==> src/rtl/vwd_pkg.sv <==
// Shared types and constants for the vertex weld/dedup unit.
// No dependencies; imported by vwd_cell and vertex_weld_dedup_unit.
package vwd_pkg;

   localparam int TOL_W      = 31;
   localparam int IN_COORD_W = 32;
   localparam int OUT_IDX_W  = 8;

   typedef struct packed {
      logic active;
      logic found;
   } token_type;

   typedef enum logic [2:0] {
      ST_IDLE = 3'b001,
      ST_RUN  = 3'b010,
      ST_DONE = 3'b100
   } state_type;

endpackage

==> src/rtl/vwd_cell.sv <==
// One table cell: holds a stored unique vertex and compares it with the
// broadcast query as the search token passes. Depends on vwd_pkg.
module vwd_cell import vwd_pkg::*; #(
   parameter int CW         = 32,
   parameter int IDX_W      = 8,
   parameter int CNT_W      = 9,
   parameter int CELL_INDEX = 0
) (
   input  logic                    clock,
   input  logic                    reset,
   input  logic        [CNT_W-1:0] count,
   input  logic        [TOL_W-1:0] tolerance,
   input  logic signed [CW-1:0]    query_x,
   input  logic signed [CW-1:0]    query_y,
   input  logic signed [CW-1:0]    query_z,
   input  logic                    wr_en,
   input  logic        [IDX_W-1:0] wr_addr,
   input  token_type               tok_in,
   input  logic        [IDX_W-1:0] idx_in,
   output token_type               tok_out,
   output logic        [IDX_W-1:0] idx_out
);

   localparam int DW    = CW + 1;
   localparam int CMP_W = (DW > TOL_W) ? DW : TOL_W;

   logic signed [CW-1:0] ent_x_ff, ent_y_ff, ent_z_ff;
   token_type            tok_ff, tok_in_d;
   logic     [IDX_W-1:0] idx_ff, idx_in_d;
   logic                 entry_valid, hit;

   function automatic logic close_enough(logic signed [CW-1:0] a,
                                         logic signed [CW-1:0] b,
                                         logic [TOL_W-1:0] tol);
      logic [DW-1:0] diff_ab;
      logic [DW-1:0] diff_ba;
      logic [DW-1:0] mag;
      diff_ab = {a[CW-1], a} - {b[CW-1], b};
      diff_ba = {b[CW-1], b} - {a[CW-1], a};
      mag     = diff_ab[DW-1] ? diff_ba : diff_ab;
      return CMP_W'(mag) <= CMP_W'(tol);
   endfunction

   assign entry_valid = CNT_W'(CELL_INDEX) < count;
   assign hit = entry_valid
                && close_enough(ent_x_ff, query_x, tolerance)
                && close_enough(ent_y_ff, query_y, tolerance)
                && close_enough(ent_z_ff, query_z, tolerance);

   always_comb begin
      tok_in_d.active = tok_in.active;
      tok_in_d.found  = tok_in.found | (tok_in.active & hit);
      idx_in_d        = tok_in.found ? idx_in : IDX_W'(CELL_INDEX);
   end

   always_ff @(posedge clock) begin
      if (reset) begin
         tok_ff <= '0;
      end else begin
         tok_ff <= tok_in_d;
      end
   end

   always_ff @(posedge clock) begin
      idx_ff <= idx_in_d;
      if (wr_en && (wr_addr == IDX_W'(CELL_INDEX))) begin
         ent_x_ff <= query_x;
         ent_y_ff <= query_y;
         ent_z_ff <= query_z;
      end
   end

   assign tok_out = tok_ff;
   assign idx_out = idx_ff;

endmodule

==> config.mk <==
export PLATFORM = sky130hd
export DESIGN_NAME = vwd_cell
export DESIGN_NICKNAME = d
export VERILOG_FILES = /design/src/rtl/vwd_pkg.sv /design/src/rtl/vwd_cell.sv
export SDC_FILE = /design/constraint.sdc
export NUM_CORES = 1
export LEC_CHECK = 0
export ABC_AREA = 1
export BUFFER_PORTS_ARGS = -buffer_cell sky130_fd_sc_hd__buf_2
export CORE_MARGIN = 4
export CORE_UTILIZATION = 58
export DETAILED_ROUTE_END_ITERATION = 12
export GPL_TIMING_DRIVEN = 0
export PLACE_DENSITY = 0.78
export REMOVE_ABC_BUFFERS = 1
export SLEW_MARGIN = 20
export SYNTH_ARGS = -nofsm -noshare
export SYNTH_HDL_FRONTEND = slang
export SYNTH_SLANG_ARGS = --single-unit
==> constraint.sdc <==
create_clock -name clock -period 17.5 [get_ports clock]
set_input_delay 0.875 -clock clock [delete_from_list [all_inputs] [get_ports clock]]
set_output_delay 0.875 -clock clock [all_outputs]
set_load 0.05 [all_outputs]
# After elaboration in Yosys (flattened, before gate mapping)
# Index checks and enable logic that the tools add are counted.
# W data, S select, Z words.
[op_classes]
addsub = 6
magnitude_cmp = 4
n_mux = 3
bitwise_logic = 2
reduce_logical = 5
[ops]
columns = ["operator", "n"]
rows = [
  ["$sub A32 B32 Y33", 6],
  ["$le A33 B31 Y1", 3],
  ["$mux W33", 3],
  ["$lt A1 B9 Y1 const A", 1],
  ["$logic_not A8 Y1", 1],
  ["$logic_and A1 B1 Y1", 4],
  ["$and A1 B1 Y1", 1],
  ["$or A1 B1 Y1", 1],
]
[word_totals]
ff_bits = 106
inputBits = 157
out_inout_bits = 10

# Depth between registers and ports, before layout
# Gate-level depths: netlist of run 1.
[depth]
depth_word = 8
ltp_mapped = 39
ltp_nobuf = 38

# Worst setup path before layout of run 1
# Ideal clock, no wire load.
[synth_timing]
kind = "input to register"
start = "input wr_addr[3]"
end = "register ent_x_ff[0], enable pin"
setup_time_ns = 0.797
t_arrival_ns = 10.452
required_time_ns = 16.703
slack_ns = 6.250
path_stages = 2
path_buffers = 0
cell_sequence = "or4_1 > nor4_1"
[synth_between]
elab_chain_len = 2
[synth_rtl]
columns = ["item", "line_no", "rtl"]
rows = [
  ["start, declared", "vwd_cell.sv:17", "input logic [IDX_W-1:0] wr_addr,"],
  ["$logic_not A8 Y1", "vwd_cell.sv:66", "if (wr_en && (wr_addr == IDX_W'(CELL_INDEX))) begin"],
  ["$logic_and A1 B1 Y1", "vwd_cell.sv:66", ""],
  ["end signal, assigned", "vwd_cell.sv:67", "ent_x_ff <= query_x;"],
  ["end, declared", "vwd_cell.sv:27", "logic signed [CW-1:0] ent_x_ff, ent_y_ff, ent_z_ff;"],
]
# Every way passes these cells.
# A chain may end at the register's enable or synchronous reset.

# Final worst setup path of run 1
[layout_timing]
start = "input query_x[0]"
end = "register tok_ff, in the netlist tok_out[0]"
[layout_between]
elab_chain_len = 8
elab_cells_between_ends = 9
cone_classes = "add/sub: 2; order compare: 1; mux: 1; bitwise: 2; reduce/logical: 3"
[layout_rtl]
columns = ["item", "line_no", "rtl"]
rows = [
  ["start, declared", "vwd_cell.sv:13", "input logic signed [CW-1:0] query_x,"],
  ["$sub A32 B32 Y33 (on tied branches)", "vwd_cell.sv:38, vwd_cell.sv:39", ""],
  ["$mux W33 *", "vwd_cell.sv:40", "mag = diff_ab[DW-1] ? diff_ba : diff_ab;"],
  ["$le A33 B31 Y1 *", "vwd_cell.sv:41", "return CMP_W'(mag) <= CMP_W'(tol);"],
  ["$logic_and A1 B1 Y1 *", "vwd_cell.sv:46", "&& close_enough(ent_x_ff, query_x, tolerance)"],
  ["$logic_and A1 B1 Y1 *", "vwd_cell.sv:47", "&& close_enough(ent_y_ff, query_y, tolerance)"],
  ["$logic_and A1 B1 Y1 *", "vwd_cell.sv:48", "&& close_enough(ent_z_ff, query_z, tolerance);"],
  ["$and A1 B1 Y1 *", "vwd_cell.sv:52", "tok_in_d.found = tok_in.found | (tok_in.active & hit);"],
  ["$or A1 B1 Y1 *", "vwd_cell.sv:52", ""],
  ["end signal, assigned", "vwd_cell.sv:60", "tok_ff <= tok_in_d;"],
  ["end, declared", "vwd_cell.sv:28", "token_type tok_ff, tok_in_d;"],
]
# Mark *: on every way between the ends. The rest lies on a longest branch, timed or not.

==> results of run 1 <==
sequential cells by signal, summed over array words and instances (netlist names):
name and count:
tok_out 2, idx_out 8, ent_x_ff 32, ent_y_ff 32, ent_z_ff 32
cells in the mapped netlist, types with 10 or more instances:
cell type                  number  share of area
sky130_fd_sc_hd__o21ai_0      142          0.041
sky130_fd_sc_hd__ha_1         285           0.21
sky130_fd_sc_hd__mux2i_1       14         0.0082
sky130_fd_sc_hd__nand2_1      645           0.14
sky130_fd_sc_hd__dfxtp_1       10          0.012
sky130_fd_sc_hd__nand3_1       56          0.016
sky130_fd_sc_hd__nand2_2       20         0.0073
sky130_fd_sc_hd__o21ai_1       16         0.0047
sky130_fd_sc_hd__nor2_1       210          0.046
sky130_fd_sc_hd__nand4_1       11         0.0040
sky130_fd_sc_hd__buf_2         13         0.0038
sky130_fd_sc_hd__nor3_1        21         0.0061
sky130_fd_sc_hd__inv_1        548           0.12
sky130_fd_sc_hd__o21bai_1      25          0.011
sky130_fd_sc_hd__a21o_1        20         0.0088
sky130_fd_sc_hd__a21oi_1      261          0.076
sky130_fd_sc_hd__xor2_1        82          0.042
sky130_fd_sc_hd__nor2_2        10         0.0036
sky130_fd_sc_hd__edfxtp_1      96           0.17
sky130_fd_sc_hd__xnor2_1       24          0.012
layer usage:
layer,track usage,up-vias
met5,0,-
met4,0.104,0
met3,0.0414,102
met2,0.556,695
met1,0.432,8166
li1,-,8731
cells by family (layout without fill, tap and decap cells):
logic type / count (synthesis) / after routing / synth area share
flip-flops: 106 / 106 / 0.180
multiplexers: 14 / 14 / 0.00817
XOR/XNOR: 106 / 106 / 0.0542
adder cells (fa/ha/maj): 291 / 291 / 0.215
buffers and inverters: 580 / 753 / 0.131
AO/OA/AOI/OAI: 536 / 536 / 0.176
AND/OR/NAND/NOR: 994 / 994 / 0.235
through the flow:
stage / setup WS [ns] / std cells / hold slack (ns) / util / instance area (µm²)
floorplan: 6.25 / 2603 / 0.937 / - / 17000
global placement: 1.72 / 3153 / 1.05 / 0.632 / 18300
detailed placement: 11.99 / 3168 / 1.06 / 0.635 / 18400
CTS: 12.39 / 3184 / 0.635 / 0.646 / 18700
global route: 11.79 / 3184 / 0.639 / 0.646 / 18700
finish: 12.23 / 3184 / 0.646 / 0.646 / 18700
final timing paths:
path,slack (ns),to,cells after the start
max,12.23,tok_out[0]$_SDFF_PP0_,35
min,0.65,tok_out[0]$_SDFF_PP0_,2
max reg2reg,12.34,tok_out[0]$_SDFF_PP0_,35
min reg2reg,1.22,tok_out[0]$_SDFF_PP0_,10
cell type report:
type                    count  area [µm²]
clock buffers              10         250
clock inverters             6        62.6
fillers                  2672       10200
inverters                 556        2090
multi-input cells        1941       11800
flip-flops and latches    106        3080
well taps                 384         480
repair buffers            181         908
power by group through the flow:
stage / registers, mW / clock network, mW / logic [mW]
after floorplan: 0.288 / 0 / 0.260
after global placement: 0.283 / 0 / 0.371
after detailed placement: 0.283 / 0 / 0.385
after CTS: 0.277 / 0.233 / 0.388
after global routing: 0.278 / 0.243 / 0.441
final: 0.277 / 0.230 / 0.397
critical path: cells and delay by family:
| kind | cells | cell delay (ns) |
|---|---|---|
| AND/OR/NAND/NOR | 25 | 2.53 |
| adder cells (fa/ha/maj) | 3 | 0.91 |
| buffers and inverters | 4 | 0.68 |
| AO/OA/AOI/OAI | 2 | 0.37 |
| XOR/XNOR | 1 | 0.18 |
layout by cell type (no fill, tap or decap), types with 3 or more instances in the layout:
| cell | instances |
|---|---|
| sky130_fd_sc_hd__o21bai_1 | 25 |
| sky130_fd_sc_hd__nor2_1 | 210 |
| sky130_fd_sc_hd__ha_1 | 285 |
| sky130_fd_sc_hd__a31oi_1 | 8 |
| sky130_fd_sc_hd__mux2i_1 | 14 |
| sky130_fd_sc_hd__o21ai_1 | 16 |
| sky130_fd_sc_hd__edfxtp_1 | 96 |
| sky130_fd_sc_hd__o221ai_1 | 3 |
| sky130_fd_sc_hd__fa_1 | 6 |
| sky130_fd_sc_hd__nand4_1 | 11 |
| sky130_fd_sc_hd__buf_2 | 180 |
| sky130_fd_sc_hd__a21oi_2 | 7 |
| sky130_fd_sc_hd__xor2_1 | 82 |
| sky130_fd_sc_hd__nor3_1 | 21 |
| sky130_fd_sc_hd__dfxtp_1 | 10 |
| sky130_fd_sc_hd__inv_6 | 3 |
| sky130_fd_sc_hd__inv_1 | 548 |
| sky130_fd_sc_hd__o21ai_2 | 8 |
| sky130_fd_sc_hd__clkbuf_16 | 10 |
| sky130_fd_sc_hd__a21boi_0 | 7 |
| sky130_fd_sc_hd__inv_2 | 6 |
| sky130_fd_sc_hd__a21o_1 | 20 |
| sky130_fd_sc_hd__a221oi_1 | 3 |
| sky130_fd_sc_hd__nand3_1 | 56 |
| sky130_fd_sc_hd__a21oi_1 | 261 |
| sky130_fd_sc_hd__xnor2_1 | 24 |
| sky130_fd_sc_hd__a211oi_1 | 6 |
| sky130_fd_sc_hd__o21ai_0 | 142 |
| sky130_fd_sc_hd__nor2_4 | 3 |
| sky130_fd_sc_hd__o211ai_1 | 5 |
| sky130_fd_sc_hd__nor4_1 | 4 |
| sky130_fd_sc_hd__nor2_2 | 10 |
| sky130_fd_sc_hd__nand2_1 | 645 |
| sky130_fd_sc_hd__o31ai_1 | 3 |
| sky130_fd_sc_hd__o2111ai_1 | 8 |
| sky130_fd_sc_hd__nand2_2 | 20 |
| sky130_fd_sc_hd__o21a_1 | 4 |
| sky130_fd_sc_hd__o41ai_1 | 3 |
==> impl_metrics.toml, run 1 <==
[layout]
ant_diodes = 0
area_growth_pct = 9.02
final_layout_size_suffix_gt1_frac = 0.0943
final_net_count = 3243

[sta]
setup-violations-final = 0
hold_viol = 0
max_freq_ghz = 0.190
final.period_utilization = 0.301
timing.clock.skew_ns = 0.0217
tightest_slew_ns = 0.903
slew_violations = 0
final.setup.tns_ns = 0
relSlewSlack = 0.393
rsz0062_at_grt = "false"
period_needed_ns = 5.27

[global_route]
first_pass_grt_wire_length_mm = 87.2
grt_usage = 0.326
grt_pass1_vias = 17300
grt-ovfl-total = 0
grt_start_max_net_pins = 41
initial_antenna_violation_count = 0

[hold_path]
hold_class = "primary input to flop"
worstHoldStart = "reset"

[synth]
number_of_enable_type_register_cells_in_the_synthesized_netlist = 96
synth_cells = 2627
synthesis_stage_register_bit_count = 106
synth_sequential_area_ratio = 0.180
async_reset_ff_frac = 0
ys_types = 55
synth_area_per_cell_um2 = 6.53
syn-cell-area_mm2 = 0.0171
yosys_warnings = 0
synth_flop_cell = "sky130_fd_sc_hd__edfxtp_1"

[power_and_ir_drop]
proportion_of_power_drawn_by_the_clock_network = 0.254
power.ir.vdd_worst_mv = 0.0808
static-leakage-power_nw = 10.4
proportion_of_power_drawn_by_flip_flops_and_latches = 0.307
fin_total_pwr_mw = 0.904
power_per_cell_area_mw_per_mm2 = 48.4
internal-power_mw = 0.525
comb_power_share = 0.439
p_switching_mw = 0.379
power_switching_share = 0.419

[die]
core_area_mm2 = 0.0289
die_y_um = 180
fp-row-count = 62
die_width_um = 180
floorplan.initialDensity = 0.592
i_o_pins = 167
design.die.area_mm2 = 0.0324

[placed_design]
buffer_ports.inserted = 166
hpwlAfterDp_mm = 45.9
globalplace.congestion = 1.01

[clocking]
post_cts_buffers = 0
clkSlewWorstSetupHoldPaths_ns = 0.08
cts-resized-gates = 0
tritoncts = "done"
clock_latency_ns = 0.41
cts-root-to-sink-buffers = 2
h-tree-depth = 3
cts.root.buffer_cell = "sky130_fd_sc_hd__clkbuf_16"
cts-hold-fix-buffers = 0
numClockSinks = 106
cts-buffers-inserted = 9

[route]
drt_wl_total_mm = 54.5
route.detailed.drc = 0
drt-met1-wl_mm = 24.1
wl_met2_mm = 25.3
drt-initial-drc-count = 1462
met3_wirelength_mm = 3.45
via_count = 17700
drt_first_pass_iters = 6
wl_per_cell_um = 17.1
antenna_left = 0
route.detailed.vias_per_inst = 5.56
top_signal_layer_used = "met4"

[worst_setup_path]
slowest_stage_cell_cp = "sky130_fd_sc_hd__nand2_2"
worstSetupStartpoint = "query_x[0]"
worst_reg2reg_startpoint = "ent_x_ff[0]$_DFFE_PP_"
startpoint_type = "primary input"
critPathMostFrequentCell = "sky130_fd_sc_hd__nand2_1"
crit_path_max_incr_delay_ns = 0.60
worst_path_class_setup = "primary input to flop"
worst_ep_required_time_ns = 17.79
data_arrival_time_of_the_critical_path_ns = 5.55
end_kind = "flop"
maximum_fanout_encountered_on_the_critical_timing_path = 40

[outcome]
run_status = "finished, final reports clean"

[job]
maxCapViolCount = 0
Power figures use the tool's default switching activity.
==> inputs of run 2 (changes only) <==
Settings changed: ABC_AREA 1 to 0, CORE_UTILIZATION 58 to 56, PLACE_DENSITY 0.78 to 0.8.
Clock period 17.5 ns to 4.3 ns, I/O delays scaled along.
==> run 2 against run 1 <==
Effect of this change:
- the flow now finishes with violations (setup timing)
- highest routed layer unchanged
- flip-flop and latch count stayed put
- area after synthesis is 9.0% lower
- setup slack worse by 14 ns
- clock power grew to 3.7 times the previous value
- total power grew to 4.1 times the previous value
- clock skew is 0.0044 ns lower
- final cell count is 21% lower
- wire length is 13% lower
- core utilization is 1.4 points higher
- cell area is 4.1% lower
- clock-buffer cell count stayed put
==> impl_metrics.toml, run 2 <==
[outcome]
run_status = "complete, but fails checks"
failed_checks = "setup timing"

[synth]
synth.top_cells.by_count = "sky130_fd_sc_hd__ha_1, sky130_fd_sc_hd__inv_1, sky130_fd_sc_hd__a21oi_1"
yosys_warnings = 0
synthDominantAreaCellType = "sky130_fd_sc_hd__ha_1"
synth.top_cell.area_share = 0.229
synthesis_stage_register_bit_count = 106
ys_types = 73
synth_flop_cell = "sky130_fd_sc_hd__edfxtp_1"
synth.top_cells.by_area = "sky130_fd_sc_hd__ha_1, sky130_fd_sc_hd__edfxtp_1, sky130_fd_sc_hd__a21oi_1"
most_common_cell_in_the_synthesized_netlist = "sky130_fd_sc_hd__ha_1"
synth_area_per_cell_um2 = 7.90
number_of_enable_type_register_cells_in_the_synthesized_netlist = 96
synth_cells = 1974
synth_sequential_area_ratio = 0.198
syn-cell-area_mm2 = 0.0156
async_reset_ff_frac = 0

[clocking]
clkSlewWorstSetupHoldPaths_ns = 0.09
cts-root-to-sink-buffers = 2
h-tree-depth = 3
tritoncts = "done"
cts.root.buffer_cell = "sky130_fd_sc_hd__clkbuf_16"
clock_latency_ns = 0.39
numClockSinks = 106
cts-buffers-inserted = 9

[worst_setup_path]
worstReg2RegEnd = "tok_out[0]$_SDFF_PP0_"
rr_worst_depth = 21
end_kind = "flop"
data_arrival_time_of_the_critical_path_ns = 6.09
reg2reg_setup_slack_ns = -1.51
worst_path_class_setup = "flop to flop"
worst_ep_required_time_ns = 4.59
startpoint_type = "flop"
maximum_fanout_encountered_on_the_critical_timing_path = 7
worst_reg2reg_startpoint = "ent_x_ff[2]$_DFFE_PP_"

[global_route]
grt_usage = 0.302
first_pass_grt_wire_length_mm = 75.9
grt-ovfl-total = 0
grt_start_max_net_pins = 31
initial_antenna_violation_count = 2
grt_pass1_vias = 14800

[layout]
multi_input_area_mm2 = 0.0117
area_growth_pct = 15.0
layout_top_registers = "ent_x_ff: 32 flops, ent_y_ff: 32 flops, ent_z_ff: 32 flops"
final_net_count = 2576
layout.cells.non_filler = 2508
utilization = 0.660
final_layout_size_suffix_gt1_frac = 0.162
sequential_cell_area_mm2 = 0.00308
mostFrequentLayoutCells = "sky130_fd_sc_hd__inv_1, sky130_fd_sc_hd__ha_1, sky130_fd_sc_hd__a21oi_1"
num-fill-cells = 2333
most_common_cell_after_layout_fill_and_taps_aside = "sky130_fd_sc_hd__inv_1"

[power_and_ir_drop]
proportion_of_power_drawn_by_the_clock_network = 0.230
static-leakage-power_nw = 8.65
p_switching_mw = 1.45
proportion_of_power_drawn_by_flip_flops_and_latches = 0.307
comb_power_share = 0.463
power_switching_share = 0.395
power.ir.vdd_worst_mv = 0.238
power_per_cell_area_mw_per_mm2 = 205
fin_total_pwr_mw = 3.68
internal-power_mw = 2.23

[sta]
timing.clock.skew_ns = 0.0173
final.period_utilization = 1.35
hold_viol = 0
period_needed_ns = 5.81
min_setup_slack_post_route_ns = -1.51
tightest_slew_ns = 0.821
rsz0062_at_grt = "true"
setup-violations-final = 1
hold_ws_ns = 0.0291
slew_violations = 0
max_freq_ghz = 0.172
relSlewSlack = 0.453

[placed_design]
globalplace.congestion = 1.00
buffer_ports.inserted = 166
pre_cts_ws_ns = -2.82
dp_cells = 2443
hpwlAfterDp_mm = 37.1

[die]
fp-row-count = 60
die_width_um = 175
die_y_um = 175
core_area_mm2 = 0.0272
i_o_pins = 167
floorplan.initialDensity = 0.574
design.die.area_mm2 = 0.0306

[hold_path]
worstHoldStart = "query_z[23]"
worst_min_delay_path_endpoint = "ent_z_ff[23]$_DFFE_PP_"
hold_class = "primary input to flop"
holdPathStages = 1

[route]
drt-initial-drc-count = 1711
drt_first_pass_iters = 6
antenna_left = 0
wl_per_cell_um = 19.0
route.detailed.vias_per_inst = 6.22
drt_wl_total_mm = 47.7
via_count = 15600
route.detailed.drc = 0

[job]
maxCapViolCount = 0
## run 2: changes by cell type after synthesis, moves of 20 or more
cell,delta
sky130_fd_sc_hd__xnor2_1,+35
sky130_fd_sc_hd__inv_1,-278
sky130_fd_sc_hd__nand3_1,-24
sky130_fd_sc_hd__nand2_2,-20
sky130_fd_sc_hd__xor2_1,-53
sky130_fd_sc_hd__nand2_1,-531
sky130_fd_sc_hd__nand4_1,+43
sky130_fd_sc_hd__clkbuf_1,+74
sky130_fd_sc_hd__a21o_1,+59
sky130_fd_sc_hd__nor2_1,-105
## run 2: power groups by stage
stage | Sequential, mW | Combinational [mW] | Clock (mW)
finish | 1.13 | 1.70 | 0.847
floorplan | 1.17 | 1.02 | 0
detailed placement | 1.15 | 1.50 | 0
global route | 1.13 | 1.86 | 0.902
global placement | 1.15 | 1.42 | 0
CTS | 1.13 | 1.64 | 0.854
## run 2: through the flow
stage	instance area, µm²	TNS (ns)
after floorplan	15200	-589.47
after global placement	16500	-1083.14
after detailed placement	16800	-2.82
after CTS	17900	-1.31
after global routing	17900	-1.64
final	17900	-1.51
## run 2: worst max-delay path, stage by stage, from the launching register on
cell                        delay (ns)
sky130_fd_sc_hd__edfxtp_1         0.42
sky130_fd_sc_hd__ha_1             0.41
sky130_fd_sc_hd__a21oi_1          0.23
sky130_fd_sc_hd__a21boi_0         0.16
sky130_fd_sc_hd__o21bai_1         0.21
sky130_fd_sc_hd__a31oi_1          0.21
sky130_fd_sc_hd__a221oi_1         0.76
sky130_fd_sc_hd__o21bai_1         0.27
sky130_fd_sc_hd__a21oi_1          0.21
sky130_fd_sc_hd__a22oi_1          0.10
sky130_fd_sc_hd__xnor2_1          0.19
sky130_fd_sc_hd__ha_1             0.35
sky130_fd_sc_hd__nand4_1          0.12
sky130_fd_sc_hd__or2_2            0.34
sky130_fd_sc_hd__nor2_2           0.14
sky130_fd_sc_hd__nand2_1          0.09
sky130_fd_sc_hd__nor4_2           0.16
sky130_fd_sc_hd__a21oi_1          0.09
sky130_fd_sc_hd__a211o_1          0.39
sky130_fd_sc_hd__nor4_4           0.36
sky130_fd_sc_hd__o2111ai_2        0.23
sky130_fd_sc_hd__o32ai_2          0.29
## run 2: how the worst max path moves through the flow
stage                     depth (start not counted)                endpoint                   start
after floorplan                                   3   ent_x_ff[0]$_DFFE_PP_              wr_addr[2]
after global placement                            4  ent_z_ff[16]$_DFFE_PP_              wr_addr[2]
after detailed placement                         22   tok_out[0]$_SDFF_PP0_  ent_x_ff[16]$_DFFE_PP_
after CTS                                        26   tok_out[0]$_SDFF_PP0_   ent_y_ff[0]$_DFFE_PP_
after global routing                             26   tok_out[0]$_SDFF_PP0_   ent_y_ff[0]$_DFFE_PP_
final                                            21   tok_out[0]$_SDFF_PP0_   ent_x_ff[2]$_DFFE_PP_
## run 2: repair_timing
item,CTS,global route
gates cloned,6,0
pin swaps,36,4
resized for setup,88,12
hold buffers,0,0
endpoints found under the setup margin,1,1
endpoints found under the hold margin,0,0
buffers inserted,39,1
## run 2: cell type report
type | instances | area share
sequential | 106 | 0.172
tap | 372 | 0.0260
antenna | 3 | 0.000419
inverter | 270 | 0.0565
multi-input combinational | 1514 | 0.654
clock buffer | 10 | 0.0128
timing repair buffer | 227 | 0.0763
clock inverter | 6 | 0.00223
## run 2: kinds of logic (layout without fill, tap and decap cells)
family                     Yosys count  count (layout)  synth area share
AOI/OAI and AO/OA                  681             681             0.276
and+or+nand+nor                    417             419             0.130
buffers and inverters              358             513            0.0875
adders and majority gates          291             291             0.236
DFF                                106             106             0.198
xor gates and xnor gates            89              90            0.0505
muxes                               32              33            0.0213
other                                0               3                 0
## run 2: per-layer routing
metal / GRT usage / up-vias / wire length, µm
met5: 0 / - / 0
met1: 0.409 / 7261 / 20200
met2: 0.484 / 812 / 21300
li1: - / 7406 / -
met3: 0.0539 / 117 / 4420
met4: 0.114 / 0 / 1760
==> inputs of run 3 (changes only) <==
Settings changed: BUFFER_PORTS_ARGS -buffer_cell sky130_fd_sc_hd__buf_2 to default, CORE_UTILIZATION 56 to 58, DONT_BUFFER_PORTS from default to 1, PLACE_DENSITY 0.8 to 0.76.
==> run 3 against run 2 <==
Effect of this change:
- the flow still finishes with violations (setup timing)
- total power about the same
- worst hold slack better by 0.021 ns
- register-to-register slack worse by 0.06 ns
- critical endpoint unchanged
- largest power group unchanged
- highest routed layer unchanged
==> impl_metrics.toml, run 3 (synthesis results as in run 2) <==
[outcome]
run_status = "complete, but fails checks"
failed_checks = "setup timing"

[die]
floorplan.initialDensity = 0.593
i_o_pins = 167
die_width_um = 172
design.die.area_mm2 = 0.0296
die_y_um = 172
fp-row-count = 59
core_area_mm2 = 0.0263

[sta]
setup-violations-final = 1
tightest_slew_ns = 0.729
slew_violations = 0
rsz0062_at_grt = "true"
max_freq_ghz = 0.171
final.period_utilization = 1.36
relSlewSlack = 0.508
min_setup_slack_post_route_ns = -1.56
final.setup.tns_ns = -1.56
hold_viol = 0
timing.clock.skew_ns = 0.0138
period_needed_ns = 5.86

[placed_design]
buffer_ports.inserted = 0
hpwlAfterDp_mm = 36.2
globalplace.congestion = 0.998
dp_cells = 2240

[route]
wl_per_cell_um = 20.2
drt_first_pass_iters = 6
via_count = 15200
route.detailed.vias_per_inst = 6.35
route.detailed.drc = 0
drt-initial-drc-count = 1607
antenna_left = 0
drt_wl_total_mm = 48.3

[clocking]
clkSlewWorstSetupHoldPaths_ns = 0.09
cts-root-to-sink-buffers = 2
clock_latency_ns = 0.40
tritoncts = "done"
cts.root.buffer_cell = "sky130_fd_sc_hd__clkbuf_16"
cts-buffers-inserted = 9
numClockSinks = 106
h-tree-depth = 3

[layout]
mostFrequentLayoutCells = "sky130_fd_sc_hd__inv_1, sky130_fd_sc_hd__ha_1, sky130_fd_sc_hd__a21oi_1"
layout.cells.non_filler = 2393
multi_input_area_mm2 = 0.0117
final_layout_size_suffix_gt1_frac = 0.0777
ant_diodes = 0
sequential_cell_area_mm2 = 0.00308
layout_top_registers = "ent_x_ff: 32 flops, ent_y_ff: 32 flops, ent_z_ff: 32 flops"
final_net_count = 2501
area_growth_pct = 15.4
num-fill-cells = 2121

[worst_setup_path]
data_arrival_time_of_the_critical_path_ns = 6.16
startpoint_type = "flop"
worst_path_class_setup = "flop to flop"
reg2reg_setup_slack_ns = -1.56
maximum_fanout_encountered_on_the_critical_timing_path = 11
worst_ep_required_time_ns = 4.60
end_kind = "flop"

[power_and_ir_drop]
p_switching_mw = 1.44
comb_power_share = 0.445
proportion_of_power_drawn_by_the_clock_network = 0.243
internal-power_mw = 2.24
power.ir.vdd_worst_mv = 0.272
power_switching_share = 0.390
power_per_cell_area_mw_per_mm2 = 205
static-leakage-power_nw = 8.38
proportion_of_power_drawn_by_flip_flops_and_latches = 0.312

[global_route]
grt_usage = 0.319
initial_antenna_violation_count = 0
grt-ovfl-total = 0
first_pass_grt_wire_length_mm = 75.8
grt_pass1_vias = 14500
grt_start_max_net_pins = 36

[hold_path]
hold_class = "primary input to flop"

[job]
maxCapViolCount = 0
-- run 3: worst paths after layout --
kind,startpoint,depth (start not counted),endpoint
worst min-delay path,wr_addr[1],1,ent_x_ff[27]$_DFFE_PP_
worst max-delay path,ent_y_ff[0]$_DFFE_PP_,26,tok_out[0]$_SDFF_PP0_
worst max register to register,ent_y_ff[0]$_DFFE_PP_,26,tok_out[0]$_SDFF_PP0_
worst min register to register,ent_z_ff[31]$_DFFE_PP_,3,tok_out[0]$_SDFF_PP0_
-- run 3: cell type report --
class                      count  area share
clock buffer                   9      0.0125
tap                          335      0.0233
sequential                   106       0.171
timing repair buffer         154      0.0822
clock inverter                 7     0.00382
inverter                     270      0.0563
multi-input combinational   1512       0.651
-- run 3: critical path, cell delays in order, from the launching register on --
cell and delay [ns]:
sky130_fd_sc_hd__edfxtp_1 0.40, sky130_fd_sc_hd__inv_1 0.08, sky130_fd_sc_hd__ha_2 0.18, sky130_fd_sc_hd__inv_2 0.04
sky130_fd_sc_hd__fa_2 0.36, sky130_fd_sc_hd__a211oi_2 0.24, sky130_fd_sc_hd__o21ai_2 0.11, sky130_fd_sc_hd__a31oi_4 0.26
sky130_fd_sc_hd__o41ai_4 0.11, sky130_fd_sc_hd__a2111oi_4 0.42, sky130_fd_sc_hd__buf_4 0.21, sky130_fd_sc_hd__xor2_4 0.21
sky130_fd_sc_hd__buf_6 0.14, sky130_fd_sc_hd__buf_6 0.15, sky130_fd_sc_hd__a211oi_1 0.06, sky130_fd_sc_hd__a21oi_1 0.16
sky130_fd_sc_hd__xor2_1 0.35, sky130_fd_sc_hd__ha_1 0.33, sky130_fd_sc_hd__a211oi_2 0.24, sky130_fd_sc_hd__o21ai_0 0.13
sky130_fd_sc_hd__o211ai_1 0.13, sky130_fd_sc_hd__a21oi_1 0.11, sky130_fd_sc_hd__a2111oi_2 0.35, sky130_fd_sc_hd__nor2_1 0.14
sky130_fd_sc_hd__nor4_4 0.35, sky130_fd_sc_hd__o2111ai_2 0.25, sky130_fd_sc_hd__o32ai_2 0.25
-- run 3: power groups by stage --
stage	clock (mW)	combinational [mW]	sequential, mW
after detailed placement	0	1.36	1.17
after global routing	0.940	1.79	1.15
after floorplan	0	1.02	1.17
final	0.896	1.64	1.15
after CTS	0.899	1.56	1.15
after global placement	0	1.31	1.17
-- run 3: through the flow --
step	setup WS (ns)	instance area (µm²)	hold slack [ns]	power (mW)	util
final	-1.56	18000	0.0504	3.68	0.685
after floorplan	-6.12	15200	0.298	2.19	-
after global placement	-11.12	15700	0.314	2.48	0.596
after detailed placement	-2.89	15900	0.314	2.53	0.604
after global routing	-1.85	18000	0.0472	3.88	0.685
after CTS	-1.35	17800	0.0390	3.60	0.679
-- run 3: routing by layer --
layer  vias to the layer above  routed length, µm  share of wire  global-route usage
met5                         -                  0              0                   0
met4                         0               1570          0.033               0.106
met3                       106               4130          0.085              0.0501
met2                       768              21700           0.45               0.511
met1                      7094              21000           0.43               0.440
li1                       7239                  -              -                   -
-- run 3: repair_timing --
item | 4_1_cts | 5_1_grt
gates resized for setup | 72 | 22
setup endpoints to repair | 1 | 1
setup buffers | 23 | 4
hold endpoints to repair | 105 | 0
gates cloned | 3 | 1
hold buffers | 106 | 0
pin swaps | 26 | 14
